### config.mk
export PLATFORM = sky130hd
export DESIGN_NAME = ppid_qmul
export DESIGN_NICKNAME = d
export VERILOG_FILES = /design/src/hdl/ppid_pkg.sv /design/src/hdl/ppid_qmul.sv
export SDC_FILE = /design/constraint.sdc
export NUM_CORES = 2
export LEC_CHECK = 0
export ABC_CLOCK_PERIOD_IN_PS = 9300
export BUFFER_PORTS_ARGS = -buffer_cell sky130_fd_sc_hd__buf_2
export CORE_MARGIN = 1.5
export CORE_UTILIZATION = 50
export DETAILED_ROUTE_END_ITERATION = 12
export PLACE_DENSITY = 0.76
export SKIP_LAST_GASP = 1
export SLEW_MARGIN = 20
export SYNTH_ARGS = -nofsm -noshare
export SYNTH_HDL_FRONTEND = slang
export SYNTH_SLANG_ARGS = --single-unit
export TNS_END_PERCENT = 10
### constraint.sdc
create_clock -name vclk -period 9.3
set_input_delay 0.465 -clock vclk [all_inputs]
set_output_delay 0.465 -clock vclk [all_outputs]
set_load 0.1 [all_outputs]
### src/hdl/ppid_pkg.sv
package ppid_pkg;

  localparam int DATA_WIDTH = 32;
  localparam int FRAC_BITS  = 16;
  localparam int TICK_WIDTH = 32;
  localparam int CFG_WIDTH  = 32;
  localparam int IN_WIDTH   = DATA_WIDTH + TICK_WIDTH;

  localparam logic signed [DATA_WIDTH-1:0] DATA_MAX = {1'b0, {(DATA_WIDTH-1){1'b1}}};
  localparam logic signed [DATA_WIDTH-1:0] DATA_MIN = {1'b1, {(DATA_WIDTH-1){1'b0}}};

  localparam logic signed [DATA_WIDTH-1:0] DRIVE_MAX_RST = 32'sd65536000;
  localparam logic signed [DATA_WIDTH-1:0] DRIVE_MIN_RST = -32'sd65536000;
  localparam logic        [DATA_WIDTH-2:0] WINDUP_RST    = 31'd32768000;

  typedef enum logic [2:0] {
    REG_SETPOINT     = 3'd0,
    REG_GAIN_P       = 3'd1,
    REG_GAIN_I       = 3'd2,
    REG_GAIN_D       = 3'd3,
    REG_DRIVE_MAX    = 3'd4,
    REG_DRIVE_MIN    = 3'd5,
    REG_WINDUP_LIMIT = 3'd6,
    REG_SAMPLE_TICKS = 3'd7
  } cfg_reg_t;

endpackage

### src/hdl/ppid_qmul.sv
module ppid_qmul
  import ppid_pkg::*;
(
  input  logic signed [DATA_WIDTH-1:0] a,
  input  logic signed [DATA_WIDTH-1:0] b,
  output logic signed [DATA_WIDTH-1:0] p
);

  localparam int PROD_WIDTH = 2 * DATA_WIDTH;
  localparam int TOP_LO     = DATA_WIDTH - 1 + FRAC_BITS;

  logic signed [PROD_WIDTH-1:0]      prod;
  logic        [PROD_WIDTH-TOP_LO-1:0] top_bits;

  // floor of the scaled product is the arithmetic shift; saturate when the
  // bits above the result are not a pure sign extension
  assign prod     = PROD_WIDTH'(a) * PROD_WIDTH'(b);
  assign top_bits = prod[PROD_WIDTH-1:TOP_LO];

  always_comb begin
    if ((&top_bits) || !(|top_bits)) begin
      p = prod[TOP_LO:FRAC_BITS];
    end else if (prod[PROD_WIDTH-1]) begin
      p = DATA_MIN;
    end else begin
      p = DATA_MAX;
    end
  end

endmodule

* Word-level counts from Yosys, hierarchy flattened
Cells that the tools add are included.
** Storage, ports and cells
- Bits in registers :: 0
- Bits in latches :: 0
- Memory bits (writable) :: 0
- Bits in read-only memories :: 0
- Output and inout bits :: 32
- Memories :: 0
** Cells by class
- Add/subtract/negate cells :: 0
- $mul :: 1
- Divide/modulo/power cells :: 0
- $lt $le $gt $ge :: 0
- Eq/ne operators :: 0
- Shifts and indexed selects :: 0
- Multiplexer cells :: 2
- Bitwise logic cells :: 0
- Reduce and logical (&&, ||, !) cells :: 4
** Operators with widths (number)
- multiplier 32 x 32 -> 64 bit :: 1
- two-way mux 32 bit :: 2
- AND reduction 17 bit :: 1
- OR reduction 17 bit :: 1
- logical NOT 1 bit :: 1
- logical OR 1 bit :: 1

* Depth between registers and ports, before layout
- Word-level depth :: 5
- Depth in mapped cells :: 31

* Worst setup path before layout
Ideal clock, no wire load.
- Path kind :: input -> output
- Start point :: input port b[2]
- End point :: output port p[10]
- Arrival :: 10.578 ns
- Required time :: 8.835 ns
- Slack :: -1.743 ns
- Stages on the path :: 28
- Path buffers :: 3
- Cell sequence :: clkbuf_1 > nand2_1 > inv_1 > fa_1 > fa_1 > fa_1 > inv_1 > fa_1 > inv_1 > fa_1 > fa_1 > inv_1 > fa_1 > inv_1 > fa_1 > ha_1 > buf_4 > nand2_1 > or2_1 > or4_1 > o21bai_1 > a21oi_1 > o31ai_1 > or4_1 > or4_1 > mux2_4 > buf_6 > mux2i_1
** On the way
- Longest elaborated chain between the ends :: 5
- Elaborated cells on any way between the ends :: 7
- Those cells by class :: 1 x mul; 2 x mux; 4 x reduce/logical
** Ends and longest elaborated chain
- start, declared :: line ppid_qmul.sv:5 : input logic signed [DATA_WIDTH-1:0] b,
- multiplier 32 x 32 -> 64 bit (*) :: line ppid_qmul.sv:17 : assign prod = PROD_WIDTH'(a) * PROD_WIDTH'(b);
- OR reduction 17 bit :: line ppid_qmul.sv:21 : if ((&top_bits) || !(|top_bits)) begin
- logical NOT 1 bit :: line ppid_qmul.sv:21
- logical OR 1 bit :: line ppid_qmul.sv:21
- two-way mux 32 bit (*) :: line ppid_qmul.sv:21
- end, declared :: line ppid_qmul.sv:6 : output logic signed [DATA_WIDTH-1:0] p
Every way passes the cells marked *; elsewhere a longest branch is shown, timed or not.

* Worst setup path in the final report
- Start point :: input port a[31]
- End point :: output port p[26]
** On the way
- Longest elaborated chain between the ends :: 5
- Elaborated cells on any way between the ends :: 7
- Those cells by class :: 1 x mul; 2 x mux; 4 x reduce/logical
** Ends and longest elaborated chain
- start, declared :: line ppid_qmul.sv:4 : input logic signed [DATA_WIDTH-1:0] a,
- multiplier 32 x 32 -> 64 bit (*) :: line ppid_qmul.sv:17
- OR reduction 17 bit :: line ppid_qmul.sv:21
- logical NOT 1 bit :: line ppid_qmul.sv:21
- logical OR 1 bit :: line ppid_qmul.sv:21
- two-way mux 32 bit (*) :: line ppid_qmul.sv:21
Marked as above.

==> run_results.csv <==
group,metric,value,unit
drt,ant_nets,0,
floorplan,dieArea,75280,sq um
final_layout,nets,5617,
final_layout,nFlopsAndLatches,0,
floorplan,die_x,274.4,um
final_layout,ff_latch_area,0,sq um
final_layout,nClkBuffers,0,
critical_path,worstPathMaxFanout,7,
global_route,grt_pass1_vias,31440,
floorplan,start_util,50.47,%
sta,slew_headroom,43.38,%
drt,wire_per_inst,18.53,um
place,portBuffers,96,
global_route,antenna_found_initial,1,
critical_path,cp-start-kind,"input pin",
synth,synthDistinctLibCells,62,
final_layout,post-route-cell-area,43000,sq um
sta,period_needed,9494,ps
critical_path,worstSetupEndpointType,"primary output",
floorplan,num_io_pins,96,
synth,yosys_warnings,0,
final_layout,instances_no_fill,5251,
drt,wl,97320,um
global_route,grt_pass1_wl,161200,um
global_route,grt_overflow,0,
critical_path,crit_top_cell,"fa_1",
critical_path,critical_path_class,"input pin to primary output",
sta,final-max-slew-violation-count,0,
drt,vias_per_cell,5.325,
min_path,hp-class,"input pin to primary output",
place,dp_cells,5226,
synth,synth_area,36820,sq um
global_route,track_usage,27.22,%
drt,post-route-drc-count,0,
place,hpwl,86940,um
synth,ys_seq_area_share,0,%
final_layout,fillers,5898,
synth,syn_area_per_cell,9.264,sq um
run_status,outcome,"finished with violations",
sta,hold_violations,0,
final_layout,drive_gt1_share,15.66,%
drt,drtIter0Drc,1887,
floorplan,core,72960,sq um
sta,setup_ws,-194.0,ps
floorplan,rows,99,
drt,dr.pass1.iters,6,
place,placed_area,41880,sq um
drt,vias,27960,
sta,setup_viol,31,
sta,timing.fmax,105.3,MHz
synth,synthCells,3975,
run,maxCapViolCount,0,
synth,synth_nets,5300,
sta,tightest_slew,849.3,ps
sta,rsz0062_at_grt,"yes",
critical_path,arrival,9030,ps
global_route,grt_max_degree,33,
final_layout,final_core_util,58.94,%
critical_path,slowest_stage,"fa_2",
critical_path,crit_required,8840,ps
sta,fin_crit_sh,102.1,%
final_layout,syn_to_final_growth,16.77,%
place,gp_congestion,0.9444,
run_status,violations,"setup timing",
floorplan,die_height,274.4,um
critical_path,slowest_delay,570,ps
## final cells by class
type | count | area [sq um] | share of cell area (%)
diodes | 2 | 5.005 | 0.01164
inverters | 925 | 3482 | 8.098
multi-input cells | 2825 | 33320 | 77.49
well taps | 959 | 1200 | 2.791
repair buffers | 540 | 4992 | 11.61
## metal layers
metal	part of all wire, %	global-route usage (%)	up-vias
met5	0	0	-
met3	5.9	2.435	216
met4	4.2	9.500	0
met2	53	49.57	1008
li1	-	-	12130
met1	37	33.76	14610
## critical path: cells and delay by family
family / cells / cell delay, ps
AOI/OAI and AO/OA: 5 / 1070
muxes: 2 / 590
adders and majority gates: 9 / 4480
buffers and inverters: 13 / 1450
and+or+nand+nor: 4 / 940
## synth_stat cells (all sizes together), types with 4 or more instances
cell / number / area share, %
inv: 925 / 9.4
nor2: 71 / 0.72
o211ai: 11 / 0.22
nand3: 15 / 0.20
o21a: 8 / 0.16
clkbuf: 203 / 2.1
o21ai: 63 / 0.86
nand2: 551 / 5.6
mux2i: 32 / 0.87
a21o: 19 / 0.39
nand4: 32 / 0.54
a211oi: 20 / 0.42
a31oi: 8 / 0.15
a21boi: 4 / 0.082
buf: 22 / 0.38
a21oi: 74 / 1.0
and2: 511 / 8.7
nand2b: 14 / 0.24
nor4: 4 / 0.068
nor3: 13 / 0.18
o21bai: 6 / 0.12
ha: 180 / 6.1
fa: 1081 / 59
xor2: 24 / 0.57
xnor2: 33 / 0.78
## timing repair
item / 4_1_cts / 5_1_grt
hold buffers: 0 / 0
pin swaps: 26 / 28
endpoints found under the setup margin: 31 / 31
gates resized for setup: 142 / 36
buffers inserted: 12 / 6
gates cloned: 2 / 4
## cells by family (layout without fill, tap and decap cells)
family / Yosys count / after routing / synth area share, %
other: 0 / 2 / 0
buffers and inverters: 1150 / 1465 / 11.89
multiplexers: 35 / 35 / 0.9718
XOR/XNOR: 57 / 57 / 1.356
AND/OR/NAND/NOR: 1227 / 1227 / 16.56
AO/OA/AOI/OAI: 245 / 245 / 4.336
adder cells (fa/ha/maj): 1261 / 1261 / 64.89
## cell usage in the layout (no fill, tap or decap), drive strengths merged, types with 6 or more instances in the layout
master  instances
a211oi         20
a21o           19
a21oi          74
a31oi           8
and2          511
buf           532
clkbuf          8
fa           1081
ha            180
inv           923
mux2i          32
nand2         551
nand2b         14
nand3          15
nand4          32
nor2           71
nor3           13
o211ai         11
o21a            8
o21ai          63
o21bai          6
xnor2          33
xor2           24
## path summary, 6_finish.rpt
path / startpoint / to / slack [ps] / cells past startpoint
max: a[31] / p[26] / -190 / 33
min: b[0] / p[0] / 2640 / 9
## stage by stage
step	TNS [ps]	setup slack (ps)	hold slack, ps
4_1_cts	-2994	-117.1	2617
5_1_grt	-13540	-455.7	2743
6_report	-5450	-194.0	2639
3_3_place_gp	-10900	-378.8	2577
3_5_place_dp	-13700	-510.4	2607
2_1_floorplan	-25240	-1206	1950
Power is left out: the tool's default activity adds up to more than one toggle a clock period on the data nets, which glitch-free logic cannot reach.
